<file path="src/sv/jsu_pkg.sv">
`timescale 1ns / 1ps
// ----------------------------------------------------------------------------
// jsu_pkg: shared types, constants and helpers for the JSON string unescaper
// Holds the phase and result codes, the per-item result group and the
// hex-digit and UTF-8 encode functions.
// ----------------------------------------------------------------------------
package jsu_pkg;

  // Default cap on the output buffer size
  localparam int unsigned MAX_LIMIT_DEF = 1024;

  // Configuration register
  localparam int unsigned CFG_W       = 11;
  localparam logic [CFG_W-1:0] LIMIT_RESET = 11'd64;

  // Result field widths
  localparam int unsigned BYTE_W = 8;
  localparam int unsigned LEN_W  = 10;
  localparam int unsigned STAT_W = 2;

  // Data bytes one item can produce
  localparam int unsigned MAX_BYTES = 4;

  // Characters of interest
  localparam logic [7:0] CH_QUOTE  = 8'h22;
  localparam logic [7:0] CH_BSLASH = 8'h5c;
  localparam logic [7:0] CH_SLASH  = 8'h2f;
  localparam logic [7:0] CH_SPACE  = 8'h20;
  localparam logic [7:0] CH_TAB    = 8'h09;
  localparam logic [7:0] CH_CR     = 8'h0d;
  localparam logic [7:0] CH_LF     = 8'h0a;
  localparam logic [7:0] CH_BS     = 8'h08;
  localparam logic [7:0] CH_FF     = 8'h0c;
  localparam logic [7:0] CH_LO_B   = 8'h62;
  localparam logic [7:0] CH_LO_F   = 8'h66;
  localparam logic [7:0] CH_LO_N   = 8'h6e;
  localparam logic [7:0] CH_LO_R   = 8'h72;
  localparam logic [7:0] CH_LO_T   = 8'h74;
  localparam logic [7:0] CH_LO_U   = 8'h75;

  // Surrogate ranges
  localparam logic [15:0] HI_SUR_MIN = 16'hd800;
  localparam logic [15:0] HI_SUR_MAX = 16'hdbff;
  localparam logic [15:0] LO_SUR_MIN = 16'hdc00;
  localparam logic [15:0] LO_SUR_MAX = 16'hdfff;
  localparam logic [20:0] SUPP_BASE  = 21'h10000;

  // UTF-8 length bounds
  localparam logic [20:0] CP_1B_MAX = 21'h7f;
  localparam logic [20:0] CP_2B_MAX = 21'h7ff;
  localparam logic [20:0] CP_3B_MAX = 21'hffff;

  // UTF-8 lead and continuation marks
  localparam logic [7:0] LEAD_2B = 8'hc0;
  localparam logic [7:0] LEAD_3B = 8'he0;
  localparam logic [7:0] LEAD_4B = 8'hf0;
  localparam logic [7:0] CONT_B  = 8'h80;

  // Decoder phase
  typedef enum logic [3:0] {
    PH_IDLE    = 4'd0,
    PH_STR     = 4'd1,
    PH_ESC     = 4'd2,
    PH_HEX_HI  = 4'd3,
    PH_WANT_BS = 4'd4,
    PH_WANT_U  = 4'd5,
    PH_HEX_LO  = 4'd6
  } phase_e;

  // Result status codes
  typedef enum logic [STAT_W-1:0] {
    ST_DATA = 2'd0,
    ST_DONE = 2'd1,
    ST_ERR  = 2'd2
  } status_e;

  // Result following the data bytes of one item
  typedef enum logic [1:0] {
    TAIL_NONE = 2'd0,
    TAIL_DONE = 2'd1,
    TAIL_ERR  = 2'd2
  } tail_e;

  // All results caused by one item
  typedef struct packed {
    logic [2:0]                       nbytes;
    logic [MAX_BYTES-1:0][BYTE_W-1:0] bytes;
    tail_e                            tail;
    logic [LEN_W-1:0]                 length;
  } grp_t;

  // UTF-8 encoding of one code point
  typedef struct packed {
    logic [2:0]                       n;
    logic [MAX_BYTES-1:0][BYTE_W-1:0] b;
  } utf8_t;

  // Hex digit value; bit 4 set for a non-hex byte
  function automatic logic [4:0] hex_value(input logic [7:0] c);
    logic [4:0] v;
    v = 5'h10;
    if (c inside {[8'h30:8'h39]}) begin
      v = {1'b0, c[3:0]};
    end else if (c inside {[8'h41:8'h46], [8'h61:8'h66]}) begin
      v = {1'b0, c[3:0] + 4'd9};
    end
    return v;
  endfunction

  // Encode a code point (at most 0x10FFFF) as UTF-8, first byte in slot 0
  function automatic utf8_t utf8_encode(input logic [20:0] cp);
    utf8_t r;
    r = '0;
    if (cp <= CP_1B_MAX) begin
      r.n    = 3'd1;
      r.b[0] = cp[7:0];
    end else if (cp <= CP_2B_MAX) begin
      r.n    = 3'd2;
      r.b[0] = LEAD_2B | {3'b000, cp[10:6]};
      r.b[1] = CONT_B  | {2'b00, cp[5:0]};
    end else if (cp <= CP_3B_MAX) begin
      r.n    = 3'd3;
      r.b[0] = LEAD_3B | {4'b0000, cp[15:12]};
      r.b[1] = CONT_B  | {2'b00, cp[11:6]};
      r.b[2] = CONT_B  | {2'b00, cp[5:0]};
    end else begin
      r.n    = 3'd4;
      r.b[0] = LEAD_4B | {5'b00000, cp[20:18]};
      r.b[1] = CONT_B  | {2'b00, cp[17:12]};
      r.b[2] = CONT_B  | {2'b00, cp[11:6]};
      r.b[3] = CONT_B  | {2'b00, cp[5:0]};
    end
    return r;
  endfunction

endpackage

</file>
<file path="src/sv/jsu_in_if.sv">
`timescale 1ns / 1ps
// ----------------------------------------------------------------------------
// jsu_in_if: input request channel
// Carries one byte of JSON text and its end-of-text flag per request.
// ----------------------------------------------------------------------------
interface jsu_in_if;
  logic       valid;
  logic       ready;
  logic [7:0] in_byte;
  logic       text_end;

  modport source (output valid, output in_byte, output text_end, input ready);
  modport sink   (input valid, input in_byte, input text_end, output ready);
endinterface

</file>
<file path="src/sv/jsu_out_if.sv">
`timescale 1ns / 1ps
// ----------------------------------------------------------------------------
// jsu_out_if: result request channel
// Carries one decoded byte, completion or error result per request.
// ----------------------------------------------------------------------------
interface jsu_out_if;
  logic       valid;
  logic       ready;
  logic [7:0] out_byte;
  logic [1:0] status;
  logic [9:0] length;
  logic       run_last;

  modport source (output valid, output out_byte, output status, output length,
                  output run_last, input ready);
  modport sink   (input valid, input out_byte, input status, input length,
                  input run_last, output ready);
endinterface

</file>
<file path="src/sv/jsu_core.sv">
`timescale 1ns / 1ps
// ----------------------------------------------------------------------------
// jsu_core: unescape decoder
// Holds the limit register and the string state, and turns each accepted
// byte into a group of up to four UTF-8 bytes plus a completion or error.
// ----------------------------------------------------------------------------
module jsu_core
  import jsu_pkg::*;
#(
  parameter int unsigned MAX_LIMIT = MAX_LIMIT_DEF
) (
  input  logic             clk_i,
  input  logic             rst_ni,
  input  logic             cfg_we_i,
  input  logic [CFG_W-1:0] cfg_data_i,
  input  logic             accept_i,
  input  logic [7:0]       in_byte_i,
  input  logic             text_end_i,
  output grp_t             grp_o,
  output logic             grp_load_o
);

  // written count and comparison widths
  localparam int unsigned WW  = $clog2(MAX_LIMIT);
  localparam int unsigned LB  = $clog2(MAX_LIMIT + 1);
  localparam int unsigned CW  = ((LB > CFG_W) ? LB : CFG_W) + 1;

  logic [CFG_W-1:0] limit_q;
  phase_e           phase_q, phase_d;
  logic [15:0]      acc_q, acc_d;
  logic [9:0]       hh_q, hh_d;
  logic [1:0]       hd_q, hd_d;
  logic [WW-1:0]    wr_q, wr_d;

  logic [CW-1:0]    lim;
  logic [CW-1:0]    sum;
  logic [4:0]       nib;
  logic [15:0]      acc_new;
  logic [20:0]      cp;
  utf8_t            enc;
  logic             emit_code, emit_raw, do_fail;
  logic [2:0]       e_n;
  logic [MAX_BYTES-1:0][BYTE_W-1:0] e_b;
  logic             e_bad;
  grp_t             grp;

  // Limit register
  always_ff @(posedge clk_i or negedge rst_ni) begin
    if (!rst_ni) begin
      limit_q <= LIMIT_RESET;
    end else if (cfg_we_i) begin
      limit_q <= cfg_data_i;
    end
  end

  // Effective limit, saturated at the cap
  always_comb begin
    if (CW'(limit_q) > CW'(MAX_LIMIT)) begin
      lim = CW'(MAX_LIMIT);
    end else begin
      lim = CW'(limit_q);
    end
  end

  // Decode one byte
  always_comb begin
    phase_d   = phase_q;
    acc_d     = acc_q;
    hh_d      = hh_q;
    hd_d      = hd_q;
    wr_d      = wr_q;
    grp       = '0;
    grp.tail  = TAIL_NONE;
    do_fail   = 1'b0;
    emit_code = 1'b0;
    emit_raw  = 1'b0;
    cp        = '0;
    nib       = hex_value(in_byte_i);
    acc_new   = {acc_q[11:0], nib[3:0]};

    case (phase_q)
      PH_STR: begin
        if (in_byte_i == CH_QUOTE) begin
          grp.tail   = TAIL_DONE;
          grp.length = LEN_W'(CW'(wr_q));
          phase_d    = PH_IDLE;
          wr_d       = '0;
        end else if (in_byte_i < CH_SPACE) begin
          do_fail = 1'b1;
        end else if (in_byte_i == CH_BSLASH) begin
          phase_d = PH_ESC;
        end else begin
          emit_raw = 1'b1;
        end
      end
      PH_ESC: begin
        emit_code = 1'b1;
        case (in_byte_i)
          CH_QUOTE, CH_BSLASH, CH_SLASH: cp = 21'(in_byte_i);
          CH_LO_B: cp = 21'(CH_BS);
          CH_LO_F: cp = 21'(CH_FF);
          CH_LO_N: cp = 21'(CH_LF);
          CH_LO_R: cp = 21'(CH_CR);
          CH_LO_T: cp = 21'(CH_TAB);
          CH_LO_U: begin
            emit_code = 1'b0;
            phase_d   = PH_HEX_HI;
            acc_d     = '0;
            hd_d      = '0;
          end
          default: begin
            emit_code = 1'b0;
            do_fail   = 1'b1;
          end
        endcase
      end
      PH_HEX_HI, PH_HEX_LO: begin
        if (nib[4]) begin
          do_fail = 1'b1;
        end else if (hd_q != 2'd3) begin
          hd_d  = hd_q + 2'd1;
          acc_d = acc_new;
        end else begin
          hd_d  = '0;
          acc_d = '0;
          if (phase_q == PH_HEX_HI) begin
            if (acc_new >= HI_SUR_MIN && acc_new <= HI_SUR_MAX) begin
              hh_d    = acc_new[9:0];
              phase_d = PH_WANT_BS;
            end else if (acc_new >= LO_SUR_MIN && acc_new <= LO_SUR_MAX) begin
              do_fail = 1'b1;
            end else begin
              emit_code = 1'b1;
              cp        = 21'(acc_new);
            end
          end else begin
            if (acc_new < LO_SUR_MIN || acc_new > LO_SUR_MAX) begin
              do_fail = 1'b1;
            end else begin
              emit_code = 1'b1;
              cp        = SUPP_BASE + {1'b0, hh_q, acc_new[9:0]};
            end
          end
        end
      end
      PH_WANT_BS: begin
        if (in_byte_i == CH_BSLASH) begin
          phase_d = PH_WANT_U;
        end else begin
          do_fail = 1'b1;
        end
      end
      PH_WANT_U: begin
        if (in_byte_i == CH_LO_U) begin
          phase_d = PH_HEX_LO;
          acc_d   = '0;
          hd_d    = '0;
        end else begin
          do_fail = 1'b1;
        end
      end
      default: begin
        // idle: skip blanks, open on a quote if the limit is nonzero, else fail
        phase_d = PH_IDLE;
        if (in_byte_i inside {CH_SPACE, CH_TAB, CH_CR, CH_LF}) begin
          phase_d = PH_IDLE;
        end else if (in_byte_i == CH_QUOTE && lim != '0) begin
          phase_d = PH_STR;
          wr_d    = '0;
          acc_d   = '0;
          hh_d    = '0;
          hd_d    = '0;
        end else begin
          do_fail = 1'b1;
        end
      end
    endcase

    // Character bytes: raw pass-through or UTF-8 encoding
    enc = utf8_encode(cp);
    if (emit_raw) begin
      e_n   = 3'd1;
      e_b   = '0;
      e_b[0] = in_byte_i;
      e_bad = 1'b0;
    end else begin
      e_n   = enc.n;
      e_b   = enc.b;
      e_bad = (cp == '0);
    end
    sum = CW'(wr_q) + CW'(e_n);

    // Overflow and NUL check; nothing of a rejected character goes out
    if (emit_raw || emit_code) begin
      if (e_bad || sum >= lim) begin
        do_fail = 1'b1;
      end else begin
        grp.nbytes = e_n;
        grp.bytes  = e_b;
        wr_d       = sum[WW-1:0];
        phase_d    = PH_STR;
      end
    end

    // Text ran out before the string closed
    if (text_end_i && grp.tail == TAIL_NONE) begin
      do_fail = 1'b1;
    end

    if (do_fail) begin
      grp.tail   = TAIL_ERR;
      grp.length = '0;
      phase_d    = PH_IDLE;
      acc_d      = '0;
      hh_d       = '0;
      hd_d       = '0;
      wr_d       = '0;
    end
  end

  // String state
  always_ff @(posedge clk_i or negedge rst_ni) begin
    if (!rst_ni) begin
      phase_q <= PH_IDLE;
      acc_q   <= '0;
      hh_q    <= '0;
      hd_q    <= '0;
      wr_q    <= '0;
    end else if (accept_i) begin
      phase_q <= phase_d;
      acc_q   <= acc_d;
      hh_q    <= hh_d;
      hd_q    <= hd_d;
      wr_q    <= wr_d;
    end
  end

  assign grp_o      = grp;
  assign grp_load_o = accept_i && (grp.nbytes != '0 || grp.tail != TAIL_NONE);

endmodule

</file>
<file path="src/sv/jsu_emit.sv">
`timescale 1ns / 1ps
// ----------------------------------------------------------------------------
// jsu_emit: result register and serializer
// Holds the result group of one item and hands its results out one per
// request, marking the last one.
// ----------------------------------------------------------------------------
module jsu_emit
  import jsu_pkg::*;
(
  input  logic        clk_i,
  input  logic        rst_ni,
  input  logic        load_i,
  input  grp_t        grp_i,
  output logic        free_o,
  jsu_out_if.source   out_o
);

  grp_t       grp_q;
  logic       valid_q;
  logic [2:0] idx_q;
  logic [2:0] cnt;
  logic       last;
  logic       take;

  // Results in the held group and position of the current one
  assign cnt  = grp_q.nbytes + {2'b00, grp_q.tail != TAIL_NONE};
  assign last = (idx_q == cnt - 3'd1);
  assign take = valid_q && out_o.ready;

  // Room for a new group once the last result leaves
  assign free_o = !valid_q || (out_o.ready && last);

  // Group register and position counter
  always_ff @(posedge clk_i or negedge rst_ni) begin
    if (!rst_ni) begin
      valid_q <= 1'b0;
      idx_q   <= '0;
    end else if (load_i) begin
      valid_q <= 1'b1;
      idx_q   <= '0;
    end else if (take) begin
      if (last) begin
        valid_q <= 1'b0;
        idx_q   <= '0;
      end else begin
        idx_q <= idx_q + 3'd1;
      end
    end
  end

  always_ff @(posedge clk_i) begin
    if (load_i) begin
      grp_q <= grp_i;
    end
  end

  // Current result
  always_comb begin
    out_o.valid    = valid_q;
    out_o.run_last = last;
    out_o.out_byte = '0;
    out_o.length   = '0;
    out_o.status   = ST_DATA;
    if (idx_q < grp_q.nbytes) begin
      out_o.out_byte = grp_q.bytes[idx_q[1:0]];
    end else if (grp_q.tail == TAIL_DONE) begin
      out_o.status = ST_DONE;
      out_o.length = grp_q.length;
    end else begin
      out_o.status = ST_ERR;
    end
  end

endmodule

</file>
<file path="src/sv/json_string_unescape_utf8.sv">
`timescale 1ns / 1ps
// ----------------------------------------------------------------------------
// json_string_unescape_utf8: streaming JSON string unescaper to UTF-8
// Decodes one JSON string from a byte stream into UTF-8 bytes, a completion
// with its length, or an error.
// ----------------------------------------------------------------------------
// A byte is accepted in every cycle in which the result register is free or
// its last result is taken in that cycle; decoding is combinational and the
// results of a byte appear in the next. Each byte gives up to five results
// (four UTF-8 bytes and an error), delivered one per cycle while the output
// is ready; the input waits until the last result of a byte is taken, so
// plain text sustains one byte per cycle, set by the single-result port.
// Bytes that yield nothing (blanks, backslashes, hex digits) need no output.
// The limit register may only be written while the block is idle.
module json_string_unescape_utf8
  import jsu_pkg::*;
#(
  parameter int unsigned MAX_LIMIT = MAX_LIMIT_DEF
) (
  input  logic             clk_i,
  input  logic             rst_ni,
  input  logic             cfg_we_i,
  input  logic [CFG_W-1:0] cfg_data_i,
  jsu_in_if.sink           in_i,
  jsu_out_if.source        out_o
);

  logic accept;
  logic free;
  logic grp_load;
  grp_t grp;

  // Input handshake
  assign in_i.ready = free;
  assign accept     = in_i.valid && free;

  jsu_core #(
    .MAX_LIMIT (MAX_LIMIT)
  ) u_core (
    .clk_i      (clk_i),
    .rst_ni     (rst_ni),
    .cfg_we_i   (cfg_we_i),
    .cfg_data_i (cfg_data_i),
    .accept_i   (accept),
    .in_byte_i  (in_i.in_byte),
    .text_end_i (in_i.text_end),
    .grp_o      (grp),
    .grp_load_o (grp_load)
  );

  jsu_emit u_emit (
    .clk_i  (clk_i),
    .rst_ni (rst_ni),
    .load_i (grp_load),
    .grp_i  (grp),
    .free_o (free),
    .out_o  (out_o)
  );

endmodule
</file>
<file path="src/flat_wrapper.sv">
// flat-port wrapper written by rule: the top's interface ports become plain ports
module json_string_unescape_utf8_flat import jsu_pkg::*;
#(
  parameter int unsigned MAX_LIMIT = MAX_LIMIT_DEF
)
  (clk_i, rst_ni, cfg_we_i, cfg_data_i, in_i_valid, in_i_in_byte, in_i_text_end, in_i_ready, out_o_valid, out_o_out_byte, out_o_status, out_o_length, out_o_run_last, out_o_ready);
  jsu_in_if in_i_i ();
  jsu_out_if out_o_i ();
  input  logic clk_i;
  input  logic rst_ni;
  input  logic cfg_we_i;
  input  logic [CFG_W-1:0] cfg_data_i;
  input wire logic [$bits(in_i_i.valid)-1:0] in_i_valid;
  input wire logic [$bits(in_i_i.in_byte)-1:0] in_i_in_byte;
  input wire logic [$bits(in_i_i.text_end)-1:0] in_i_text_end;
  output wire logic [$bits(in_i_i.ready)-1:0] in_i_ready;
  output wire logic [$bits(out_o_i.valid)-1:0] out_o_valid;
  output wire logic [$bits(out_o_i.out_byte)-1:0] out_o_out_byte;
  output wire logic [$bits(out_o_i.status)-1:0] out_o_status;
  output wire logic [$bits(out_o_i.length)-1:0] out_o_length;
  output wire logic [$bits(out_o_i.run_last)-1:0] out_o_run_last;
  input wire logic [$bits(out_o_i.ready)-1:0] out_o_ready;
  assign in_i_i.valid = in_i_valid;
  assign in_i_i.in_byte = in_i_in_byte;
  assign in_i_i.text_end = in_i_text_end;
  assign in_i_ready = in_i_i.ready;
  assign out_o_valid = out_o_i.valid;
  assign out_o_out_byte = out_o_i.out_byte;
  assign out_o_status = out_o_i.status;
  assign out_o_length = out_o_i.length;
  assign out_o_run_last = out_o_i.run_last;
  assign out_o_i.ready = out_o_ready;
  json_string_unescape_utf8 #(.MAX_LIMIT(MAX_LIMIT)) u_core (.clk_i(clk_i), .rst_ni(rst_ni), .cfg_we_i(cfg_we_i), .cfg_data_i(cfg_data_i), .in_i(in_i_i), .out_o(out_o_i));
endmodule
</file>
<file path="config.mk">
export PLATFORM = sky130hd
export DESIGN_NAME = json_string_unescape_utf8_flat
export DESIGN_NICKNAME = d
export VERILOG_FILES = /design/src/sv/jsu_pkg.sv /design/src/sv/jsu_in_if.sv /design/src/sv/jsu_out_if.sv /design/src/sv/jsu_core.sv /design/src/sv/jsu_emit.sv /design/src/sv/json_string_unescape_utf8.sv /design/src/flat_wrapper.sv
export SDC_FILE = /design/constraint.sdc
export NUM_CORES = 1
export LEC_CHECK = 0
export BUFFER_PORTS_ARGS = -buffer_cell sky130_fd_sc_hd__buf_2
export CAP_MARGIN = 5
export CELL_PAD_IN_SITES_DETAIL_PLACEMENT = 1
export CELL_PAD_IN_SITES_GLOBAL_PLACEMENT = 2
export CORE_MARGIN = 3
export CORE_UTILIZATION = 36
export CTS_BUF_LIST = sky130_fd_sc_hd__clkbuf_16
export DETAILED_ROUTE_END_ITERATION = 7
export GPL_TIMING_DRIVEN = 0
export PLACE_DENSITY_LB_ADDON = 0.3
export REMOVE_ABC_BUFFERS = 1
export SYNTH_ARGS = -nofsm -noshare
export SYNTH_HDL_FRONTEND = slang
export SYNTH_HIERARCHICAL = 1
export SYNTH_SLANG_ARGS = --single-unit
export TNS_END_PERCENT = 1
</file>
<file path="constraint.sdc">
create_clock -name clk_i -period 12.9 [get_ports clk_i]
set_input_delay 2.58 -clock clk_i [delete_from_list [all_inputs] [get_ports clk_i]]
set_output_delay 2.58 -clock clk_i [all_outputs]
set_load 0.02 [all_outputs]
</file>
==> summary.txt, run 1 <==
Fin crit share - 72.0%
1st-pass router iterations - 5
Nets - 771
H-Tree Depth - 3
Yosys cell types - 103
Synth Instances - 701
Critical-path cell list - buf_2 -> inv_1 -> ha_1 -> nor3b_1 -> nor3b_2 -> o21ai_1 -> or3_1 -> inv_1 -> ha_1 -> nor2b_1 -> o21ai_0 -> inv_1 -> nand3_1 -> or2_2 -> nand2_1 -> ha_1 -> a2111oi_0 -> a31oi_1 -> o41ai_1 -> o21ai_4 -> nor4_4 -> mux2_2
Sequential cell area - 2740 um^2
Chip width - 144 um
Layout cell share with drive strength beyond 1 - 17.9%
Slew margin rel. - 26.8%
Initial antenna violation count - 0
Clock buffer depth - 2
Initial core utilization - 37.4%
Worst Path Class, Setup - input port to register
Most frequent cells in the layout - 66 x nor2_1, 61 x nand2_1, 52 x dfrtp_1
Setup violations, final - 0
Grt ovf - 0
Drt drc - 0
Leak pwr - 2.94 nW
Final Worst Setup Slack - 3.62 ns
Critical Path Fanout Max - 20
Peak VDD IR - 0.0619 mV
Startpoint Class - input port
FILL cells - 2,106
Hold Buf Count CTS - 0
Max Clock Freq - 0.108 GHz
GP Congestion - 0.910
Clock root buffer - clkbuf_16
RSZ-0062 raised after global routing - no
Die Ht - 144 um
CTS tree - yes
Max-capacitance violation count - 0
Worst min path class - register to register
P per Cell Area - 119 nW/um^2
Mean routed wirelength per cell - 20.7 um
Clock skew - 0.0114 ns
Post-Place Worst Slack - 2.81 ns
Core Region - 18,300 um^2
Asr flop ratio synth - 53.0%
Later-pin clock latency in the skew report - 0.35 ns
Most common cell after layout, fill and taps aside - nor2_1
Synth warn - 6
CP max stage delay - 0.71 ns
Top_reg_cell synth - dfrtp_1
#FFs+latches synth - 100
Top cell type's share of synthesized area - 20.7%
Area used by multi-input combinational logic - 3730 um^2
TNS Setup - 0 ns
Syn avg cell area - 9.74 um^2
ANT cells - 0
Initial DRC Count - 406
Ports - 48
First-pass GRT wire length - 32,200 um
Min Tclk post-route - 9.28 ns
Crit path buffers/inverters - 4
Aggregate routed wire length - 19,700 um
CP max stage cell - o21ai_1
Via density - 5.84
# rows - 49
Final ANT Viol Nets - 0
Clock sinks - 100
Area grow syn2layout - 9.38%
Endpoint class of the critical path - register
Critical path required time - 13.19 ns
Cell Area, Synth - 6830 um^2
Number of global-route vias before repair - 5,819
Detail Placement HPWL - 14,900 um
Arrival time at the worst endpoint - 9.57 ns
Detailed-route via count - 5,573
Outcome - finished clean
WHS - 0.525 ns
Largest net degree at the start of global routing - 54
Total track usage - 19.6%
Overall power - 888 uW
Synth area leader - edfxtp_1
CTS Buf Count - 9
Sequential area share after synthesis - 40.1%
Critical path's top delay family - simple AND/OR/NAND/NOR gates
Worst Max-Slew Pin Slew - 1.10 ns
Top cells by area, synth - edfxtp_1 21%, dfrtp_1 19%, ha_1 4.6%
Post-CTS Setup Inserts - 0
Resized Gates After CTS - 0
Number of flops mapped to enable cells by yosys - 47
Worst-path clk slew - 0.07 ns
Die Area - 20,700 um^2
Final hold vios - 0
Count of input and output buffers - 47
Max Slew Vio Count - 0
flip-flops by register name (all words and copies together) (netlist names):
register,count
u_core/u_emit/out_o.valid,1
u_core/u_emit/idx_q,3
u_core/u_core/hh_q,10
u_core/u_emit/grp_q,47
u_core/u_core/acc_q,12
u_core/u_core/wr_q,10
u_core/u_core/phase_q,4
u_core/u_core/hd_q,2
u_core/u_core/limit_q,11
cells by family after synthesis:
family | after synthesis | synth area share, %
XOR/XNOR | 13 | 1.67
AND/OR/NAND/NOR | 269 | 21.7
AO/OA/AOI/OAI | 188 | 21.0
other | 1 | 0.0549
buffers and inverters | 82 | 5.73
adder cells (fa/ha/maj) | 27 | 5.02
flip-flops | 100 | 40.1
multiplexers | 21 | 4.74
report_power, final:
part / internal [mW] / leakage [nW] / switching, mW
logic: 0.0821 / 1.65 / 0.126
registers: 0.373 / 1.15 / 0.0245
clock network: 0.154 / 0.142 / 0.128
worst paths after layout:
check / startpoint / endpoint / slack (ns) / depth (start not counted)
max: in_i_in_byte[0] / u_core/u_core/hd_q[0]$_DFFE_PN0P_ / 3.62 / 22
min: u_core/u_core/hd_q[1]$_DFFE_PN0P_ / u_core/u_core/hd_q[1]$_DFFE_PN0P_ / 0.53 / 1
max reg2reg: u_core/u_core/phase_q[0]$_DFFE_PN0P_ / u_core/u_core/hd_q[0]$_DFFE_PN0P_ / 5.86 / 23
min reg2reg: u_core/u_core/hd_q[1]$_DFFE_PN0P_ / u_core/u_core/hd_q[1]$_DFFE_PN0P_ / 0.53 / 1
max in group asynchronous: rst_ni / u_core/u_core/wr_q[4]$_DFFE_PN0P_ / 10.11 / 1
min in group asynchronous: rst_ni / u_core/u_core/acc_q[6]$_DFFE_PN0P_ / 2.29 / 1
cell usage after synthesis, types with 4 or more instances:
master     count
or4_1          4
a22o_1        17
a2111oi_0      4
o31ai_1        8
a211oi_1       9
clkbuf_1      18
edfxtp_1      47
nand2b_1       6
mux2_2        11
a21oi_1       35
nand3_1       19
nor3_1        20
mux4_2         8
nor4_1         9
a22oi_1        7
nor2b_1        5
xnor2_1        9
nand2_1       61
o211ai_1       5
a21o_1        10
or2_2          8
dfrtp_1       52
o221ai_1       4
inv_1         38
o2bb2ai_1     11
o21a_1         5
a31oi_1       10
nor2_1        66
nor3b_1       13
nand3b_1       7
ha_1          25
o21ai_0       22
buf_4          9
xor2_1         4
buf_2         10
and2_1        18
metal layers:
metal | GRT usage [%] | share of wire [%] | vias to the layer above
li1 | - | - | 2655
met1 | 28.8 | 49 | 2803
met2 | 31.7 | 47 | 103
met3 | 2.46 | 3.1 | 12
met4 | 3.42 | 0.85 | 0
met5 | 0 | 0 | -
cell type report:
type                            count  area share, %
Tap cell                          229           3.84
Inverter                           38           1.91
Multi-Input combinational cell    521           49.9
Timing Repair Buffer               50           3.58
Clock inverter                      7           1.12
Clock buffer                        9           3.01
Sequential cell                   100           36.7
worst register-to-register path: stages, from the launching register on:
cell	delay (ns)
dfrtp_1	0.79
xor2_1	0.28
and4b_2	0.33
o21ai_1	0.31
a21oi_1	0.96
nand2_1	0.24
nand2_1	0.14
ha_1	0.16
inv_1	0.05
fa_1	0.40
nor2b_1	0.12
o21ai_0	0.13
inv_1	0.09
nand3_1	0.13
or2_2	0.33
nand2_1	0.08
ha_1	0.22
o21a_1	0.17
o21ai_0	0.15
a31oi_1	0.08
o41ai_1	0.65
o21ai_4	0.19
nor4_4	0.71
mux2_2	0.28
stage by stage:
step	utilization, %	std cells	cell area (um^2)
floorplan	-	659	6590
global placement	38.9	935	7110
detailed placement	39.1	936	7150
CTS	40.8	952	7450
global route	40.9	954	7470
finish	40.9	954	7470
(Power assumes the default switching activity.)
==> run 2: changes to the inputs <==
--- a/config.mk
+++ b/config.mk
@@ -5,6 +5,7 @@
 export SDC_FILE = /design/constraint.sdc
 export NUM_CORES = 1
 export LEC_CHECK = 0
+export ABC_AREA = 1
 export BUFFER_PORTS_ARGS = -buffer_cell sky130_fd_sc_hd__buf_2
 export CAP_MARGIN = 5
 export CELL_PAD_IN_SITES_DETAIL_PLACEMENT = 1
==> constraint.sdc (replaced) <==
create_clock -name clk_i -period 8.86 [get_ports clk_i]
set_input_delay 1.772 -clock clk_i [delete_from_list [all_inputs] [get_ports clk_i]]
set_output_delay 1.772 -clock clk_i [all_outputs]
set_load 0.02 [all_outputs]
==> summary.txt, run 2 <==
Max Clock Freq - 0.120 GHz
Die Ht - 149 um (+3.7%)
Ports - 48 (unchanged)
Outcome - finished clean
Final ANT Viol Nets - 0 (unchanged)
Yosys cell types - 55 (-47%)
CTS tree - yes
Leak pwr - 3.73 nW (+27%)
Sequential cell area - 2740 um^2 (unchanged)
Area grow syn2layout - 9.11%
Grt ovf - 0 (unchanged)
Final hold vios - 0 (unchanged)
Clock skew - 0.0142 ns (+0.00283 ns)
Most used cell, CP - nand2_1
Post-Layout Inst Area - 8050 um^2 (+7.7%)
CP max stage delay - 0.40 ns (-0.31 ns)
Initial DRC Count - 400 (-1.5%)
Peak VDD IR - 0.114 mV (+84%)
Min Tclk post-route - 8.30 ns
Nets - 1,111 (+44%)
WHS - 0.502 ns (-0.0228 ns)
Drt drc - 0 (unchanged)
Post-Place Worst Slack - -0.0506 ns (-2.86 ns)
Detailed-route via count - 6,849 (+23%)
Final Worst Setup Slack - 0.560 ns (-3.06 ns)
Most frequent cell after synthesis - nand2_1
#FFs+latches synth - 100 (unchanged)
Die Area - 22,200 um^2 (+7.6%)
Max Slew Vio Count - 0 (unchanged)
CTS Buf Count - 9 (unchanged)
Most frequent cells in the layout - 253 x nand2_1, 156 x nor2_1, 108 x inv_1
Core Region - 19,800 um^2 (+8.3%)
# rows - 51 (+4.1%)
Arrival time at the worst endpoint - 8.43 ns (-1.14 ns)
Area after DPL - 7740 um^2 (+8.3%)
Max FFs per register - 47 (unchanged)
RSZ-0062 raised after global routing - yes
Synth Instances - 1,035 (+48%)
CP max stage cell - fa_1
Hold Buf Count CTS - 0 (unchanged)
Synth warn - 6 (unchanged)
ANT cells - 0 (unchanged)
Worst Max-Slew Pin Slew - 0.829 ns (-0.269 ns)
Slew margin rel. - 44.5% (+18 points)
Overall power - 1.33 mW (+50%)
Top cell type's share of synthesized area - 19.1% (-1.5 points)
Chip width - 149 um (+3.7%)
Sequential area share after synthesis - 37.1% (-3.0 points)
Initial antenna violation count - 0 (unchanged)
1st-pass router iterations - 5 (unchanged)
Endpoint class of the critical path - register
Clock sinks - 100 (unchanged)
Top_reg_cell synth - dfrtp_1
Asr flop ratio synth - 53.0% (unchanged)
Critical Path Fanout Max - 29 (+45%)
Top cells by count, synth - 254 x nand2_1, 156 x nor2_1, 109 x inv_1, 82 x nand3_1, 71 x o21ai_0
Area used by multi-input combinational logic - 3940 um^2 (+5.6%)
Total track usage - 20.9% (+1.3 points)
Top cells by area, synth - edfxtp_1 19%, dfrtp_1 18%, nand2_1 13%
P per Cell Area - 166 nW/um^2 (+39%)
Initial core utilization - 37.3% (-0.11 points)
Detail Placement HPWL - 17,400 um (+17%)
Via density - 5.15 (-12%)
FILL cells - 2,560 (+22%)
GP Congestion - 0.870 (-4.3%)
Max-capacitance violation count - 0 (unchanged)
Cell Area, Synth - 7370 um^2 (+8.0%)
Resized Gates After CTS - 0 (unchanged)
Number of flops mapped to enable cells by yosys - 47 (unchanged)
Largest regs - u_core/u_emit/grp_q: 47 flops, u_core/u_core/acc_q: 12 flops, u_core/u_core/limit_q: 11 flops
Most flop-heavy register - u_core/u_emit/grp_q
Fin crit share - 93.7%
Worst-path clk slew - 0.07 ns (about the same)
Synth area leader - edfxtp_1
Startpoint Class - input port
Mean routed wirelength per cell - 17.0 um (-18%)
Setup violations, final - 0 (unchanged)
Critical path required time - 8.99 ns (-4.20 ns)
Largest net degree at the start of global routing - 54 (unchanged)
Syn avg cell area - 7.12 um^2 (-27%)
Worst Path Class, Setup - input port to register
Layout cell share with drive strength beyond 1 - 12.0% (-5.9 points)
R2r setup slk - 1.26 ns (-4.60 ns)
Count of input and output buffers - 47 (unchanged)
Number of global-route vias before repair - 6,944 (+19%)
Clock root buffer - clkbuf_16
Most common cell after layout, fill and taps aside - nand2_1
Aggregate routed wire length - 22,600 um (+14%)
Clock buffer depth - 2 (unchanged)
Post-CTS Setup Inserts - 0 (unchanged)
First-pass GRT wire length - 37,500 um (+17%)
Later-pin clock latency in the skew report - 0.36 ns (about the same)
H-Tree Depth - 3 (unchanged)
Worst min path class - register to register
==> run 2: cell types whose count changed after synthesis, sizes merged, moves of 27 or more <==
cell / delta
nor2: +99
o21ai: +60
inv: +88
nand3: +68
nand2: +205
nand4: +27
==> run 2: area by class of cell <==
| type | instances | share of cell area, % |
|---|---|---|
| clock buffer | 10 | 3.11 |
| clock inverter | 6 | 0.638 |
| inverter | 128 | 5.97 |
| multi-input combinational | 773 | 48.9 |
| sequential | 100 | 34.0 |
| tap | 265 | 4.12 |
| timing repair buffer | 48 | 3.20 |
==> run 2: cell families (layout without fill, tap and decap cells) <==
| group | Yosys count | after routing | share of synthesized area, % |
|---|---|---|---|
| compound gates | 156 | 156 | 12.4 |
| xor+xnor | 10 | 10 | 1.19 |
| flops | 100 | 100 | 37.1 |
| buf+inv | 164 | 192 | 9.62 |
| other cells | 1 | 3 | 0.0509 |
| simple gates | 574 | 574 | 34.5 |
| fa+ha+maj | 26 | 26 | 4.51 |
| mux | 4 | 4 | 0.594 |
==> run 2: per-stage QoR <==
stage / std cells / utilization [%] / TNS (ns)
after floorplan: 1001 / - / 0
after global placement: 1313 / 39.0 / -0.0740
after detailed placement: 1314 / 39.1 / -0.191
after CTS: 1330 / 40.6 / 0
after global routing: 1330 / 40.7 / -1.19
final: 1330 / 40.7 / 0
==> run 2: worst max-delay path: cells and delay by family <==
kind,cells,cell delay (ns)
AOI/OAI and AO/OA,6,1.03
xor gates and xnor gates,1,0.24
adders and majority gates,4,1.14
buffers and inverters,5,0.47
and+or+nand+nor,18,3.73
==> run 2: worst paths after layout <==
kind / startpoint / endpoint / cells after the start
setup / recovery: in_i_in_byte[0] / u_core/u_emit/grp_q[24]$_DFFE_PP_ / 34
hold / removal: u_core/u_core/hd_q[1]$_DFFE_PN0P_ / u_core/u_core/hd_q[1]$_DFFE_PN0P_ / 2
setup reg to reg: u_core/u_core/phase_q[3]$_DFFE_PN0P_ / u_core/u_emit/grp_q[24]$_DFFE_PP_ / 30
hold reg to reg: u_core/u_core/hd_q[1]$_DFFE_PN0P_ / u_core/u_core/hd_q[1]$_DFFE_PN0P_ / 2
max in group asynchronous: rst_ni / u_core/u_core/acc_q[5]$_DFFE_PN0P_ / 1
min in group asynchronous: rst_ni / u_core/u_emit/out_o.valid$_DFFE_PN0P_ / 1
==> run 2: power breakdown <==
group,internal (mW),leakage (nW),switching (mW)
sequential,0.543,1.16,0.0369
combinational,0.102,2.43,0.243
clock,0.213,0.147,0.194
==> run 2: routing by layer <==
layer | GRT usage (%) | part of all wire, %
met2 | 33.0 | 45
met3 | 2.01 | 2.3
met1 | 31.0 | 51
met4 | 5.31 | 1.4
met5 | 0 | 0
